==> src/design/ldm_pkg.sv <==
// ldm_pkg: shared constants, types and helpers of the drift monitor
// used by every module of the block; no dependencies
`default_nettype none

package ldm_pkg;

    // default data widths
    localparam int SAMPLE_BITS_DEF   = 24;
    localparam int FRACTION_BITS_DEF = 16;

    // gain format, Q0.16 carried in 17 bits so that one is representable
    localparam int          GAIN_BITS  = 17;
    localparam int          GAIN_SHIFT = 16;
    localparam int          GAIN_HALF  = 32768;
    localparam logic [16:0] GAIN_ONE   = 17'h10000;

    // threshold and bias register widths
    localparam int THR_BITS     = 24;
    localparam int POS_THR_BITS = 23;

    // operand slice of the shared multiplier
    localparam int MUL_CHUNK = 32;

    // configuration port
    localparam int CFG_ADDR_BITS = 3;
    localparam int CFG_DATA_BITS = 24;

    typedef logic [CFG_ADDR_BITS-1:0] t_cfg_addr;

    localparam t_cfg_addr REG_LONG_GAIN  = 3'd0;
    localparam t_cfg_addr REG_SHORT_GAIN = 3'd1;
    localparam t_cfg_addr REG_FRZ_NEG    = 3'd2;
    localparam t_cfg_addr REG_FLT_NEG    = 3'd3;
    localparam t_cfg_addr REG_FRZ_POS    = 3'd4;
    localparam t_cfg_addr REG_FLT_POS    = 3'd5;
    localparam t_cfg_addr REG_BIAS       = 3'd6;

    // register reset values
    localparam logic [16:0] LONG_GAIN_RST  = 17'd655;
    localparam logic [16:0] SHORT_GAIN_RST = 17'd6554;
    localparam logic [23:0] FRZ_NEG_RST    = 24'hFFFC18;  // -1000
    localparam logic [23:0] FLT_NEG_RST    = 24'hFFF830;  // -2000
    localparam logic [22:0] FRZ_POS_RST    = 23'd1000;
    localparam logic [22:0] FLT_POS_RST    = 23'd2000;
    localparam logic [23:0] BIAS_RST       = 24'd0;

    // a gain above one acts as one
    function automatic logic [16:0] gain_sat(input logic [16:0] g);
        return (g > GAIN_ONE) ? GAIN_ONE : g;
    endfunction

endpackage

`default_nettype wire

==> src/design/long_short_term_drift_monitor_core.sv <==
// long_short_term_drift_monitor_core: slow/fast average drift monitor top level
// depends on ldm_pkg, ldm_mul, ldm_div
//
// Usage:
//  - input stream: tdata carries the signed sample, tuser[0] the restart flag.
//    a transaction is taken only while the core is idle (tready high).
//  - output stream: one result transaction per input transaction, held in an
//    output register until the receiver takes it; a new input is taken while
//    that result waits.
//  - configuration: gains, thresholds and restart bias are written through
//    i_cfg_we / i_cfg_addr / i_cfg_wdata; the user must write them only while
//    the core is idle; the core itself does not enforce this.
//  - sequence: a restart loads both averages and skips the multiplier; an
//    ordinary sample runs the slow and fast updates on the shared slice
//    multiplier (NC slices, 2 by default; no slow update while the slow average
//    is held), and in the freeze band the bit-serial divider computes the ramp.
//  - reset clears both averages, the freeze flag and the output valid, and
//    loads the register defaults.
//  - a stalled receiver holds the result; the core finishes the next sample
//    and waits with it until the output register frees up.
`default_nettype none

module long_short_term_drift_monitor_core #(
    parameter int SAMPLE_BITS   = ldm_pkg::SAMPLE_BITS_DEF,
    parameter int FRACTION_BITS = ldm_pkg::FRACTION_BITS_DEF
) (
    input  wire logic                                   i_clk,
    input  wire logic                                   i_rst_n,
    // input stream
    input  wire logic                                   i_s_axis_tvalid,
    output      logic                                   o_s_axis_tready,
    input  wire logic [((SAMPLE_BITS+7)/8)*8-1:0]       i_s_axis_tdata,  // sample
    input  wire logic                                   i_s_axis_tuser,  // restart
    // result stream
    output      logic                                   o_m_axis_tvalid,
    input  wire logic                                   i_m_axis_tready,
    // confidence, difference, slow_value, fast_value
    output      logic [((3*SAMPLE_BITS+ldm_pkg::GAIN_BITS+8)/8)*8-1:0] o_m_axis_tdata,
    output      logic [1:0]                             o_m_axis_tuser,  // fault, frozen
    // configuration writes
    input  wire logic                                   i_cfg_we,
    input  wire logic [ldm_pkg::CFG_ADDR_BITS-1:0]      i_cfg_addr,
    input  wire logic [ldm_pkg::CFG_DATA_BITS-1:0]      i_cfg_wdata
);

    localparam int S     = SAMPLE_BITS;
    localparam int F     = FRACTION_BITS;
    localparam int GB    = ldm_pkg::GAIN_BITS;
    localparam int TB    = ldm_pkg::THR_BITS;
    localparam int AW    = S + F;
    localparam int DW    = AW + 1;
    localparam int PW    = DW + GB;
    localparam int RNDW  = PW - ldm_pkg::GAIN_SHIFT;
    localparam int SUMW  = ((AW > RNDW) ? AW : RNDW) + 1;
    localparam int TW    = TB + F;
    localparam int CMPW  = ((DW > TW) ? DW : TW) + 1;
    localparam int DENW  = TB + 1;
    localparam int BW    = ((S > TB) ? S : TB) + 1;
    localparam int OUTW  = GB + 3 * S + 1;
    localparam int TDOW  = ((3 * S + GB + 8) / 8) * 8;

    typedef enum logic [9:0] {
        ST_IDLE      = 10'b0000000001,
        ST_SLOW_GO   = 10'b0000000010,
        ST_SLOW_WAIT = 10'b0000000100,
        ST_FAST_GO   = 10'b0000001000,
        ST_FAST_WAIT = 10'b0000010000,
        ST_DIFF      = 10'b0000100000,
        ST_THRESH    = 10'b0001000000,
        ST_DIV_GO    = 10'b0010000000,
        ST_DIV_WAIT  = 10'b0100000000,
        ST_EMIT      = 10'b1000000000
    } t_state;

    t_state r_state;
    t_state n_state;

    // configuration registers
    logic [GB-1:0]           r_cfg_long_gain;
    logic [GB-1:0]           r_cfg_short_gain;
    logic signed [TB-1:0]    r_cfg_frz_neg;
    logic signed [TB-1:0]    r_cfg_flt_neg;
    logic [ldm_pkg::POS_THR_BITS-1:0] r_cfg_frz_pos;
    logic [ldm_pkg::POS_THR_BITS-1:0] r_cfg_flt_pos;
    logic signed [TB-1:0]    r_cfg_bias;

    // filter state and working registers
    logic signed [S-1:0]     r_x;
    logic signed [AW-1:0]    r_slow;
    logic signed [AW-1:0]    r_fast;
    logic                    r_freeze;
    logic                    r_fault;
    logic signed [DW-1:0]    r_d;
    logic signed [CMPW-1:0]  r_num;
    logic signed [DENW-1:0]  r_den;
    logic [GB-1:0]           r_conf;

    // output register
    logic                    r_out_valid;
    logic                    r_out_fault;
    logic                    r_out_frozen;
    logic [GB-1:0]           r_out_conf;
    logic signed [S:0]       r_out_diff;
    logic signed [S-1:0]     r_out_slow;
    logic signed [S-1:0]     r_out_fast;

    logic in_acc;
    logic out_free;

    // multiplier and divider hookup
    logic                   mul_start;
    logic signed [DW-1:0]   mul_diff;
    logic [GB-1:0]          mul_gain;
    logic                   mul_done;
    logic signed [PW-1:0]   mul_prod;
    logic                   div_start;
    logic                   div_done;
    logic [GB-1:0]          div_quot;

    // datapath nets
    logic signed [S-1:0]    in_x;
    logic signed [BW-1:0]   rs_sum;
    logic signed [S-1:0]    rs_slow;
    logic signed [DW-1:0]   xf_ext;
    logic signed [AW-1:0]   lag_avg;
    logic signed [PW-1:0]   prnd;
    logic signed [RNDW-1:0] rnd;
    logic signed [SUMW-1:0] lag_sum;
    logic signed [SUMW-1:0] avg_hi;
    logic signed [SUMW-1:0] avg_lo;
    logic signed [AW-1:0]   n_lag;
    logic signed [BW-1:0]   smp_hi;
    logic signed [BW-1:0]   smp_lo;
    logic                   neg_side;
    logic signed [TB-1:0]   sel_frz;
    logic signed [TB-1:0]   sel_flt;
    logic signed [CMPW-1:0] d_c;
    logic signed [CMPW-1:0] frz_sc;
    logic signed [CMPW-1:0] flt_sc;
    logic                   freeze_c;
    logic                   fault_c;
    logic signed [CMPW-1:0] num_c;
    logic signed [DENW-1:0] den_c;

    assign in_acc          = i_s_axis_tvalid && o_s_axis_tready;
    assign out_free        = !r_out_valid || i_m_axis_tready;
    assign o_s_axis_tready = (r_state == ST_IDLE);

    // configuration writes
    always_ff @(posedge i_clk) begin
        if (!i_rst_n) begin
            r_cfg_long_gain  <= ldm_pkg::LONG_GAIN_RST;
            r_cfg_short_gain <= ldm_pkg::SHORT_GAIN_RST;
            r_cfg_frz_neg    <= ldm_pkg::FRZ_NEG_RST;
            r_cfg_flt_neg    <= ldm_pkg::FLT_NEG_RST;
            r_cfg_frz_pos    <= ldm_pkg::FRZ_POS_RST;
            r_cfg_flt_pos    <= ldm_pkg::FLT_POS_RST;
            r_cfg_bias       <= ldm_pkg::BIAS_RST;
        end else if (i_cfg_we) begin
            unique case (i_cfg_addr)
                ldm_pkg::REG_LONG_GAIN:  r_cfg_long_gain  <= i_cfg_wdata[GB-1:0];
                ldm_pkg::REG_SHORT_GAIN: r_cfg_short_gain <= i_cfg_wdata[GB-1:0];
                ldm_pkg::REG_FRZ_NEG:    r_cfg_frz_neg    <= i_cfg_wdata;
                ldm_pkg::REG_FLT_NEG:    r_cfg_flt_neg    <= i_cfg_wdata;
                ldm_pkg::REG_FRZ_POS:
                    r_cfg_frz_pos <= i_cfg_wdata[ldm_pkg::POS_THR_BITS-1:0];
                ldm_pkg::REG_FLT_POS:
                    r_cfg_flt_pos <= i_cfg_wdata[ldm_pkg::POS_THR_BITS-1:0];
                ldm_pkg::REG_BIAS:       r_cfg_bias       <= i_cfg_wdata;
                default: ;
            endcase
        end
    end

    // restart load: biased sample clamped to the sample range
    always_comb begin
        in_x    = $signed(i_s_axis_tdata[S-1:0]);
        rs_sum  = BW'(in_x) + BW'(r_cfg_bias);
        smp_hi  = $signed({{(BW-S+1){1'b0}}, {(S-1){1'b1}}});
        smp_lo  = $signed({{(BW-S+1){1'b1}}, {(S-1){1'b0}}});
        if (rs_sum > smp_hi) begin
            rs_sum_clamp: rs_slow = smp_hi[S-1:0];
        end else if (rs_sum < smp_lo) begin
            rs_slow = smp_lo[S-1:0];
        end else begin
            rs_slow = rs_sum[S-1:0];
        end
    end

    // multiplier operands, shared by both averages
    always_comb begin
        xf_ext    = $signed({r_x[S-1], r_x, {F{1'b0}}});
        lag_avg   = (r_state == ST_SLOW_GO || r_state == ST_SLOW_WAIT) ? r_slow : r_fast;
        mul_diff  = xf_ext - DW'(lag_avg);
        mul_gain  = (r_state == ST_SLOW_GO) ? ldm_pkg::gain_sat(r_cfg_long_gain)
                                            : ldm_pkg::gain_sat(r_cfg_short_gain);
        mul_start = (r_state == ST_SLOW_GO && !r_freeze) || (r_state == ST_FAST_GO);
    end

    // rounded update and saturation to the sample range
    always_comb begin
        prnd    = mul_prod + PW'(ldm_pkg::GAIN_HALF);
        rnd     = $signed(prnd[PW-1:ldm_pkg::GAIN_SHIFT]);
        lag_sum = SUMW'(lag_avg) + SUMW'(rnd);
        avg_hi  = $signed({{(SUMW-AW+1){1'b0}}, {(S-1){1'b1}}, {F{1'b0}}});
        avg_lo  = $signed({{(SUMW-AW+1){1'b1}}, {(AW-1){1'b0}}});
        if (lag_sum > avg_hi) begin
            n_lag = avg_hi[AW-1:0];
        end else if (lag_sum < avg_lo) begin
            n_lag = avg_lo[AW-1:0];
        end else begin
            n_lag = lag_sum[AW-1:0];
        end
    end

    // threshold side, flags and ramp operands
    always_comb begin
        neg_side = r_d[DW-1] || (r_d == '0);
        sel_frz  = neg_side ? r_cfg_frz_neg : $signed({1'b0, r_cfg_frz_pos});
        sel_flt  = neg_side ? r_cfg_flt_neg : $signed({1'b0, r_cfg_flt_pos});
        d_c      = CMPW'(r_d);
        frz_sc   = CMPW'($signed({sel_frz, {F{1'b0}}}));
        flt_sc   = CMPW'($signed({sel_flt, {F{1'b0}}}));
        freeze_c = neg_side ? (d_c <= frz_sc) : (d_c >= frz_sc);
        fault_c  = neg_side ? (d_c <= flt_sc) : (d_c >= flt_sc);
        num_c    = neg_side ? (d_c - flt_sc) : (flt_sc - d_c);
        den_c    = neg_side ? (DENW'(sel_frz) - DENW'(sel_flt))
                            : (DENW'(sel_flt) - DENW'(sel_frz));
    end

    assign div_start = (r_state == ST_DIV_GO);

    // sequencer
    always_comb begin
        n_state = r_state;
        unique case (r_state)
            ST_IDLE:      if (in_acc) n_state = i_s_axis_tuser ? ST_EMIT : ST_SLOW_GO;
            ST_SLOW_GO:   n_state = r_freeze ? ST_FAST_GO : ST_SLOW_WAIT;
            ST_SLOW_WAIT: if (mul_done) n_state = ST_FAST_GO;
            ST_FAST_GO:   n_state = ST_FAST_WAIT;
            ST_FAST_WAIT: if (mul_done) n_state = ST_DIFF;
            ST_DIFF:      n_state = ST_THRESH;
            ST_THRESH:    n_state = freeze_c ? ST_DIV_GO : ST_EMIT;
            ST_DIV_GO:    n_state = ST_DIV_WAIT;
            ST_DIV_WAIT:  if (div_done) n_state = ST_EMIT;
            ST_EMIT:      if (out_free) n_state = ST_IDLE;
            default:      n_state = ST_IDLE;
        endcase
    end

    // state and filter state
    always_ff @(posedge i_clk) begin
        if (!i_rst_n) begin
            r_state     <= ST_IDLE;
            r_slow      <= '0;
            r_fast      <= '0;
            r_freeze    <= 1'b0;
            r_out_valid <= 1'b0;
        end else begin
            r_state <= n_state;
            if (r_state == ST_IDLE && in_acc && i_s_axis_tuser) begin
                r_slow   <= $signed({rs_slow, {F{1'b0}}});
                r_fast   <= $signed({in_x, {F{1'b0}}});
                r_freeze <= 1'b0;
            end
            if (r_state == ST_SLOW_WAIT && mul_done) begin
                r_slow <= n_lag;
            end
            if (r_state == ST_FAST_WAIT && mul_done) begin
                r_fast <= n_lag;
            end
            if (r_state == ST_THRESH) begin
                r_freeze <= freeze_c;
            end
            // output valid
            if (r_state == ST_EMIT && out_free) begin
                r_out_valid <= 1'b1;
            end else if (i_m_axis_tready) begin
                r_out_valid <= 1'b0;
            end
        end
    end

    // working and output payload
    always_ff @(posedge i_clk) begin
        if (r_state == ST_IDLE && in_acc) begin
            r_x     <= in_x;
            r_d     <= '0;
            r_fault <= 1'b0;
            r_conf  <= ldm_pkg::GAIN_ONE;
        end
        if (r_state == ST_DIFF) begin
            r_d <= DW'(r_slow) - DW'(r_fast);
        end
        if (r_state == ST_THRESH) begin
            r_fault <= fault_c;
            r_num   <= num_c;
            r_den   <= den_c;
            r_conf  <= ldm_pkg::GAIN_ONE;
        end
        if (r_state == ST_DIV_WAIT && div_done) begin
            r_conf <= div_quot;
        end
        if (r_state == ST_EMIT && out_free) begin
            r_out_fault  <= r_fault;
            r_out_frozen <= r_freeze;
            r_out_conf   <= r_conf;
            r_out_diff   <= r_d[DW-1:F];
            r_out_slow   <= r_slow[AW-1:F];
            r_out_fast   <= r_fast[AW-1:F];
        end
    end

    ldm_mul #(
        .DIFF_BITS (DW),
        .GAIN_BITS (GB)
    ) u_mul (
        .i_clk   (i_clk),
        .i_rst_n (i_rst_n),
        .i_start (mul_start),
        .i_diff  (mul_diff),
        .i_gain  (mul_gain),
        .o_done  (mul_done),
        .o_prod  (mul_prod)
    );

    ldm_div #(
        .NUM_BITS  (CMPW),
        .DEN_BITS  (DENW),
        .FRAC_BITS (F)
    ) u_div (
        .i_clk   (i_clk),
        .i_rst_n (i_rst_n),
        .i_start (div_start),
        .i_num   (r_num),
        .i_den   (r_den),
        .o_done  (div_done),
        .o_quot  (div_quot)
    );

    // result stream
    assign o_m_axis_tvalid = r_out_valid;
    assign o_m_axis_tdata  = TDOW'({r_out_fast, r_out_slow, r_out_diff, r_out_conf});
    assign o_m_axis_tuser  = {r_out_frozen, r_out_fault};

endmodule

`default_nettype wire

==> src/design/ldm_mul.sv <==
// ldm_mul: iterative signed-by-unsigned multiplier, one 32-bit slice per cycle
// depends on ldm_pkg
`default_nettype none

module ldm_mul #(
    parameter int DIFF_BITS = ldm_pkg::SAMPLE_BITS_DEF + ldm_pkg::FRACTION_BITS_DEF + 1,
    parameter int GAIN_BITS = ldm_pkg::GAIN_BITS
) (
    input  wire logic                                  i_clk,
    input  wire logic                                  i_rst_n,
    input  wire logic                                  i_start,
    input  wire logic signed [DIFF_BITS-1:0]           i_diff,
    input  wire logic        [GAIN_BITS-1:0]           i_gain,
    output      logic                                  o_done,
    output      logic signed [DIFF_BITS+GAIN_BITS-1:0] o_prod
);

    localparam int CH   = ldm_pkg::MUL_CHUNK;
    localparam int PW   = DIFF_BITS + GAIN_BITS;
    localparam int NC   = (PW + CH - 1) / CH;
    localparam int OPW  = NC * CH;
    localparam int CNTW = $clog2(NC + 1);

    logic [OPW-1:0]       r_op;
    logic [GAIN_BITS-1:0] r_gain;
    logic [PW-1:0]        r_acc;
    logic [CNTW-1:0]      r_cnt;
    logic                 r_busy;
    logic                 r_done;

    logic [CH-1:0]           slice;
    logic [CH+GAIN_BITS-1:0] part;
    logic [PW-1:0]           n_acc;

    // top slice first, accumulator shifts up one slice per cycle
    always_comb begin
        slice = r_op[OPW-1 -: CH];
        part  = slice * r_gain;
        n_acc = (r_acc << CH) + PW'(part);
    end

    // sequencing
    always_ff @(posedge i_clk) begin
        if (!i_rst_n) begin
            r_busy <= 1'b0;
            r_done <= 1'b0;
            r_cnt  <= '0;
        end else begin
            r_done <= 1'b0;
            if (i_start) begin
                r_busy <= 1'b1;
                r_cnt  <= CNTW'(NC);
            end else if (r_busy) begin
                r_cnt <= r_cnt - 1'b1;
                if (r_cnt == CNTW'(1)) begin
                    r_busy <= 1'b0;
                    r_done <= 1'b1;
                end
            end
        end
    end

    // operand and accumulator, sign extended so the product wraps correctly
    always_ff @(posedge i_clk) begin
        if (i_start) begin
            r_op   <= OPW'(i_diff);
            r_gain <= i_gain;
            r_acc  <= '0;
        end else if (r_busy) begin
            r_op  <= r_op << CH;
            r_acc <= n_acc;
        end
    end

    assign o_done = r_done;
    assign o_prod = $signed(r_acc);

endmodule

`default_nettype wire

==> src/design/ldm_div.sv <==
// ldm_div: restoring divider for the confidence ramp, one quotient bit per cycle
// depends on ldm_pkg
`default_nettype none

module ldm_div #(
    parameter int NUM_BITS  = 43,
    parameter int DEN_BITS  = ldm_pkg::THR_BITS + 1,
    parameter int FRAC_BITS = ldm_pkg::FRACTION_BITS_DEF
) (
    input  wire logic                       i_clk,
    input  wire logic                       i_rst_n,
    input  wire logic                       i_start,
    input  wire logic signed [NUM_BITS-1:0] i_num,
    input  wire logic signed [DEN_BITS-1:0] i_den,
    output      logic                       o_done,
    output      logic [ldm_pkg::GAIN_BITS-1:0] o_quot
);

    localparam int NEGW = NUM_BITS + 1;
    localparam int DVW  = DEN_BITS + 1 + FRAC_BITS;
    localparam int RW   = ((NEGW > DEN_BITS + FRAC_BITS) ? NEGW : DEN_BITS + FRAC_BITS) + 1;
    localparam int CNTW = $clog2(ldm_pkg::GAIN_SHIFT + 1);

    typedef enum logic [2:0] {
        DV_IDLE  = 3'b001,
        DV_CHECK = 3'b010,
        DV_STEP  = 3'b100
    } t_div_state;

    t_div_state                    r_state;
    logic signed [RW-1:0]          r_rem;
    logic signed [RW-1:0]          r_dvs;
    logic [ldm_pkg::GAIN_BITS-1:0] r_quot;
    logic [CNTW-1:0]               r_cnt;
    logic                          r_done;

    logic signed [NEGW-1:0]     num_ext;
    logic signed [DEN_BITS:0]   den_ext;
    logic signed [DEN_BITS:0]   den_mag;
    logic signed [RW-1:0]       rem_load;
    logic signed [RW-1:0]       dvs_load;
    logic signed [RW-1:0]       rem_dbl;

    // sign normalization so the divisor is positive
    always_comb begin
        num_ext  = NEGW'(i_num);
        den_ext  = (DEN_BITS+1)'(i_den);
        den_mag  = den_ext[DEN_BITS] ? -den_ext : den_ext;
        rem_load = den_ext[DEN_BITS] ? -RW'(num_ext) : RW'(num_ext);
        dvs_load = RW'($signed({den_mag, {FRAC_BITS{1'b0}}}));
        rem_dbl  = r_rem <<< 1;
    end

    always_ff @(posedge i_clk) begin
        if (!i_rst_n) begin
            r_state <= DV_IDLE;
            r_done  <= 1'b0;
            r_cnt   <= '0;
        end else begin
            r_done <= 1'b0;
            unique case (r_state)
                DV_IDLE: begin
                    if (i_start) begin
                        if (i_den == '0) begin
                            r_done <= 1'b1;
                        end else begin
                            r_state <= DV_CHECK;
                        end
                    end
                end
                DV_CHECK: begin
                    // empty or full ramp ends here
                    if (r_rem <= 0 || r_rem >= r_dvs) begin
                        r_done  <= 1'b1;
                        r_state <= DV_IDLE;
                    end else begin
                        r_cnt   <= CNTW'(ldm_pkg::GAIN_SHIFT);
                        r_state <= DV_STEP;
                    end
                end
                DV_STEP: begin
                    r_cnt <= r_cnt - 1'b1;
                    if (r_cnt == CNTW'(1)) begin
                        r_done  <= 1'b1;
                        r_state <= DV_IDLE;
                    end
                end
                default: r_state <= DV_IDLE;
            endcase
        end
    end

    // remainder, divisor and quotient
    always_ff @(posedge i_clk) begin
        case (r_state)
            DV_IDLE: begin
                if (i_start) begin
                    r_rem  <= rem_load;
                    r_dvs  <= dvs_load;
                    r_quot <= '0;
                end
            end
            DV_CHECK: begin
                if (r_rem <= 0) begin
                    r_quot <= '0;
                end else if (r_rem >= r_dvs) begin
                    r_quot <= ldm_pkg::GAIN_ONE;
                end else begin
                    r_quot <= '0;
                end
            end
            DV_STEP: begin
                if (rem_dbl >= r_dvs) begin
                    r_rem  <= rem_dbl - r_dvs;
                    r_quot <= {r_quot[ldm_pkg::GAIN_BITS-2:0], 1'b1};
                end else begin
                    r_rem  <= rem_dbl;
                    r_quot <= {r_quot[ldm_pkg::GAIN_BITS-2:0], 1'b0};
                end
            end
            default: ;
        endcase
    end

    assign o_done = r_done;
    assign o_quot = r_quot;

endmodule

`default_nettype wire

==> config.mk <==
export PLATFORM = sky130hd
export DESIGN_NAME = long_short_term_drift_monitor_core
export DESIGN_NICKNAME = d
export VERILOG_FILES = /design/src/design/ldm_pkg.sv /design/src/design/long_short_term_drift_monitor_core.sv /design/src/design/ldm_mul.sv /design/src/design/ldm_div.sv
export SDC_FILE = /design/constraint.sdc
export NUM_CORES = 2
export LEC_CHECK = 0
export BUFFER_PORTS_ARGS = -buffer_cell sky130_fd_sc_hd__clkbuf_2
export CAP_MARGIN = 20
export CORE_ASPECT_RATIO = 1.2
export CORE_MARGIN = 5
export CORE_UTILIZATION = 35
export DETAILED_ROUTE_END_ITERATION = 16
export PLACE_DENSITY_LB_ADDON = 0.12
export REMOVE_ABC_BUFFERS = 1
export SLEW_MARGIN = 0
export SYNTH_ARGS = -nofsm -noshare
export SYNTH_HDL_FRONTEND = slang
export SYNTH_SLANG_ARGS = --single-unit
==> constraint.sdc <==
create_clock -name i_clk -period 15.61 [get_ports i_clk]
set_input_delay 1.561 -clock i_clk [delete_from_list [all_inputs] [get_ports i_clk]]
set_output_delay 1.561 -clock i_clk [all_outputs]
set_load 0.1 [all_outputs]
Word level (Yosys, flattened, before mapping) --
Index checks and enable logic that the tools add are counted.
Word-level totals: memories kept 0, bits in read-only memories 0, latch bits 0, bits in registers 725, word-level logic and storage cells 211, memory bits (writable) 0, input port bits 57
Operators by class: div/mod/pow operators 0, multiplexer cells 68, equality and inequality tests 30, bitwise gates (word level) 2, magnitude comparators 13, add/subtract/negate cells 15, shifts and indexed selects 0, $mul 1, reduce and logical (&&, ||, !) cells 44
Operators by type and width (number):
- $mux W40 | 7
- $mux W17 | 9
- $mux W44 | 3
- $mux W64 | 2
- $pmux W10 S10 | 1
- $mux W24 | 4
- $ge A44 B42 Y1 | 2
- $pmux W44 S2 | 1
- $ge A41 B40 Y1 | 2
- $le A41 B40 Y1 | 2
- $mux W41 | 2
- $sub A40 B40 Y41 | 2
- $mux W10 | 7
- $add A58 B17 Y58 const B | 1
- $add A58 B49 Y58 | 1
- $pmux W17 S3 | 1
- $sub A24 B24 Y25 | 2
- $mul A32 B17 Y49 | 1
- $le A44 B1 Y1 const B | 1
- $neg A42 Y44 | 1
- $sub A44 B42 Y44 | 1
- $add A40 B42 Y43 | 1
- $gt A43 B40 Y1 const B | 1
- $lt A43 B40 Y1 const B | 1
- 51 further kinds | 117

Logic depth before layout (Yosys ltp) --
depth in word-level cells 8, gate-level depth with buffers 30, depth with buffers taken out 27

Cells and area by module --
From an unflattened synthesis, not the netlist that was laid out.
Second synthesis, totals: cell total of the unflattened synthesis 7058, area, all modules 63289.4 µm²
By module, submodules not included:
- long_short_term_drift_monitor_core | seq. area each 12151.7 µm², cells each 3691, area an instance 32169.6 µm², instances 1
- ldm_mul | seq. area each 3673.5 µm², cells each 2541, area an instance 23576.4 µm², instances 1
- ldm_div | seq. area each 2792.7 µm², cells each 826, area an instance 7543.5 µm², instances 1

Worst setup path after synthesis --
OpenSTA, ideal clock, no wires.
path type flip-flop to flip-flop, from reg u_mul.r_op[38], to reg u_mul.r_acc[57] (netlist: u_mul.o_prod[57]), data arrival time 6.879 ns, setup time 0.086 ns, required time 15.524 ns, path slack 8.646 ns, stages on the path, launching flop included 27, cells stage by stage edfxtp_1 clkbuf_1 and2_1 fa_1 inv_1 fa_1 fa_1 fa_1 inv_1 fa_1 inv_1 fa_1 inv_1 ha_1 and3_1 and3_1 a211o_1 o311ai_0 a21oi_1 o221ai_1 nor2_1 o31a_1 o21ai_0 a21oi_1 nor2b_1 xnor2_1 a211oi_1
Between the ends: word-level cells in the longest chain between the ends 2
Ends and longest elaborated chain:
- from (decl) | RTL line ldm_mul.sv:24 | logic [OPW-1:0] r_op;
- from (signal assigned) | RTL line ldm_mul.sv:66 | r_op <= OPW'(i_diff);
- from (signal assigned) | RTL line ldm_mul.sv:70 | r_op <= r_op << CH;
- $mul A32 B17 Y49 | RTL line ldm_mul.sv:38 | part = slice * r_gain;
- $add A58 B49 Y58 | RTL line ldm_mul.sv:39 | n_acc = (r_acc << CH) + PW'(part);
- to (signal assigned) | RTL line ldm_mul.sv:71 | r_acc <= n_acc;
- to (decl) | RTL line ldm_mul.sv:26 | logic [PW-1:0] r_acc;
No other way between the ends. A chain may end at the register's enable or synchronous reset.

Final worst setup path --
from reg u_mul.r_op[37], to reg u_mul.r_acc[57] (netlist: u_mul.o_prod[57])
The elaborated chain is that of the path after synthesis.

==> results.sh <==
export IMPL_multi_input_area_mm2=0.0392
export IMPL_fill_cells=18000
export IMPL_drive_gt1_frac=0.0609
export IMPL_setup_tns_ps=0
export IMPL_numCtsBuffers=85
export IMPL_via_per_inst=5.26
export IMPL_tightest_slew_ps=1190
export IMPL_antenna_found_initial=7
export IMPL_cts_resized=0
export IMPL_dieArea_mm2=0.186
export IMPL_clk_pin_slew_ps=60
export IMPL_switching_power_mw=7.51
export IMPL_crit_slowest_cell="edfxtp_1"
export IMPL_grt_ovfl_total=0
export IMPL_synth_seq_cells=725
export IMPL_fin_cells=9402
export IMPL_coreArea_mm2=0.177
export IMPL_routed_wirelength_um=212000
export IMPL_place_hpwl_um=163000
export IMPL_cts_setup_buffers=0
export IMPL_ir_drop_uv=482
export IMPL_final_cell_mix="nand2_1, inv_1, fa_1"
export IMPL_finalCritPeriodShare=0.542
export IMPL_required_ps=16190
export IMPL_hold_buffers=0
export IMPL_synthArstFlopShare=0
export IMPL_status="completed"
export IMPL_rsz0062_at_grt="false"
export IMPL_synth_edf_count=410
export IMPL_drt_pre_antenna_iters=7
export IMPL_critPathKind="flip-flop to flip-flop"
export IMPL_fin_worst_hold_slack_ps=420
export IMPL_clk_latency_ps=750
export IMPL_cts_max_level=3
export IMPL_hp_class="flip-flop to flip-flop"
export IMPL_grt_pass1_vias=49800
export IMPL_gp_congestion=0.920
export IMPL_cpPeakStageDelay_ps=690
export IMPL_endpoint_kind="flip-flop"
export IMPL_root_buffer="clkbuf_16"
export IMPL_cts_sinks=725
export IMPL_die_x_um=394
export IMPL_p_clk_frac=0.147
export IMPL_synth_area_mm2=0.0620
export IMPL_final_common_cell="nand2_1"
export IMPL_cp_max_fo=17
export IMPL_setup_viol=0
export IMPL_synth_adder_area_share=0.247
export IMPL_ys_seq_area_frac=0.300
export IMPL_port_buffers=150
export IMPL_ys_flop_type="edfxtp_1"
export IMPL_p_int_mw=6.97
export IMPL_cpMostUsedCell="fa_1"
export IMPL_ios=157
export IMPL_die_h_um=471
export IMPL_cp_arrival_ps=9040
export IMPL_yosys_cell_types_count=90
export IMPL_synth_compound_area_frac=0.138
export IMPL_seqCellArea_mm2=0.0186
export IMPL_totalPowerFinal_mw=14.5
export IMPL_fin_crit_ps=8460
export IMPL_grtUsageTotal=0.224
export IMPL_grt_pass1_wl_um=318000
export IMPL_final_max_slew_viol_count=0
export IMPL_synthCells=7001
export IMPL_max_freq_mhz=118
export IMPL_clk_path_buf_depth=3
export IMPL_drt_iter0_drc=3333
export IMPL_p_sw_frac=0.519
export IMPL_startpoint_type="flip-flop"
export IMPL_setup_ws_ps=7150
export IMPL_grt_start_max_net_pins=72
export IMPL_hold_violations=0
export IMPL_synth_xor_area_frac=0.0489
export IMPL_synth_area_mux_share=0.0150
export IMPL_synthToLayoutAreaGrowth_pct=10.0
export IMPL_synth_simple_gate_area_frac=0.181
export IMPL_slew_headroom=0.196
export IMPL_drv_cap=0
export IMPL_nNetsFinal=8020
export IMPL_avgSynthCellArea_um2=8.86
export IMPL_wl_per_cell_um=22.5
export IMPL_fp_row_count=169
export IMPL_pre_cts_slack_ps=7170
export IMPL_vias=49500
export IMPL_cts_tree="done"
export IMPL_synth_top_family_by_area="adder cells"
export IMPL_p_per_area_mw_per_mm2=212
export IMPL_drc_errors=0
export IMPL_combPwrFrac=0.688
export IMPL_dp_cells=9243
export IMPL_leakagePower_nw=30.0
export IMPL_final_antenna_net_count=0
export IMPL_finalClockSkew_ps=77.9
export IMPL_seqPwrFrac=0.165
export IMPL_initial_core_util=0.351
export IMPL_ys_warn_count=0
[critical path: cells and delay by family (launching register included)]
kind	cells	cell delay, ps
flops	1	690
simple gates	5	1030
fa+ha+maj	7	3500
compound gates	8	2720
xor+xnor	1	130
buf+inv	4	250
[cell usage after synthesis, drive strengths merged, types with 15 or more instances]
| cell type | n | area share |
|---|---|---|
| nor2 | 358 | 0.022 |
| mux2i | 86 | 0.014 |
| xnor2 | 223 | 0.031 |
| nand2 | 1065 | 0.064 |
| o41ai | 15 | 0.0024 |
| clkbuf | 274 | 0.017 |
| o21a | 42 | 0.0051 |
| and2 | 309 | 0.031 |
| ha | 468 | 0.094 |
| nand2b | 68 | 0.0069 |
| nand3 | 150 | 0.012 |
| buf | 31 | 0.0026 |
| and3 | 76 | 0.0077 |
| inv | 847 | 0.051 |
| nor2b | 57 | 0.0057 |
| a21oi | 443 | 0.036 |
| a22o | 20 | 0.0028 |
| xor2 | 123 | 0.017 |
| or4 | 15 | 0.0018 |
| dfxtp | 315 | 0.10 |
| o31ai | 39 | 0.0049 |
| o21ai | 310 | 0.025 |
| a21o | 182 | 0.022 |
| a211oi | 53 | 0.0064 |
| o21bai | 38 | 0.0046 |
| a22oi | 27 | 0.0033 |
| nor3 | 76 | 0.0062 |
| a21boi | 18 | 0.0022 |
| fa | 473 | 0.15 |
| nor4 | 54 | 0.0054 |
| nand4 | 65 | 0.0066 |
| a31oi | 31 | 0.0031 |
| edfxtp | 410 | 0.20 |
| or3 | 33 | 0.0033 |
[logic make-up after synthesis]
family,after synthesis
AO/OA/AOI/OAI,1358
XOR/XNOR,346
adder cells (fa/ha/maj),941
buffers and inverters,1153
flip-flops,725
multiplexers,92
other,1
AND/OR/NAND/NOR,2385
[layer usage]
metal  wire (um)  track usage  up-vias
li1            -            -    23500
met5           7            0        -
met2       99600        0.377     1240
met1       94300        0.298    24400
met4        8890       0.0855        2
met3        8780       0.0221      284
[final cells by class]
cell class	instances	area share
diodes	1	0.0000367
flip-flops and latches	725	0.273
clock buffers	108	0.0343
inverters	848	0.0467
multi-input cells	5129	0.574
clock inverters	50	0.00974
well taps	2308	0.0423
repair buffers	233	0.0203
[stage by stage]
step	instance area, um^2	util
2_1_floorplan	60900	-
6_report	68200	0.387
4_1_cts	68200	0.386
3_5_place_dp	65200	0.369
5_1_grt	68200	0.386
3_3_place_gp	65200	0.369
[registers in the layout (all words and copies together) (netlist names), 25 cells and up]
name,flops
u_mul.r_op,64
u_mul.o_prod,58
u_div.r_rem,44
r_num,42
r_d,41
r_fast,40
r_slow,40
u_div.r_dvs,26
r_den,25
r_out_diff,25
[power groups by stage]
stage | Clock, mW | Sequential [mW] | Combinational [mW]
finish | 2.12 | 2.39 | 9.97
global route | 2.25 | 2.40 | 11.1
CTS | 2.18 | 2.39 | 10.0
detailed placement | 0 | 2.43 | 9.96
global placement | 0 | 2.43 | 9.98
floorplan | 0 | 2.37 | 6.50
[final timing paths]
kind	start	endpoint	slack [ps]	depth (start not counted)
worst max-delay path	u_mul.r_op[37]	u_mul.o_prod[57]	7150	25
worst min-delay path	r_conf[1]	r_out_conf[1]	420	0
worst max register to register	u_mul.r_op[37]	u_mul.o_prod[57]	7150	25
worst min register to register	r_conf[1]	r_out_conf[1]	420	0
Power figures use the tool's default switching activity.
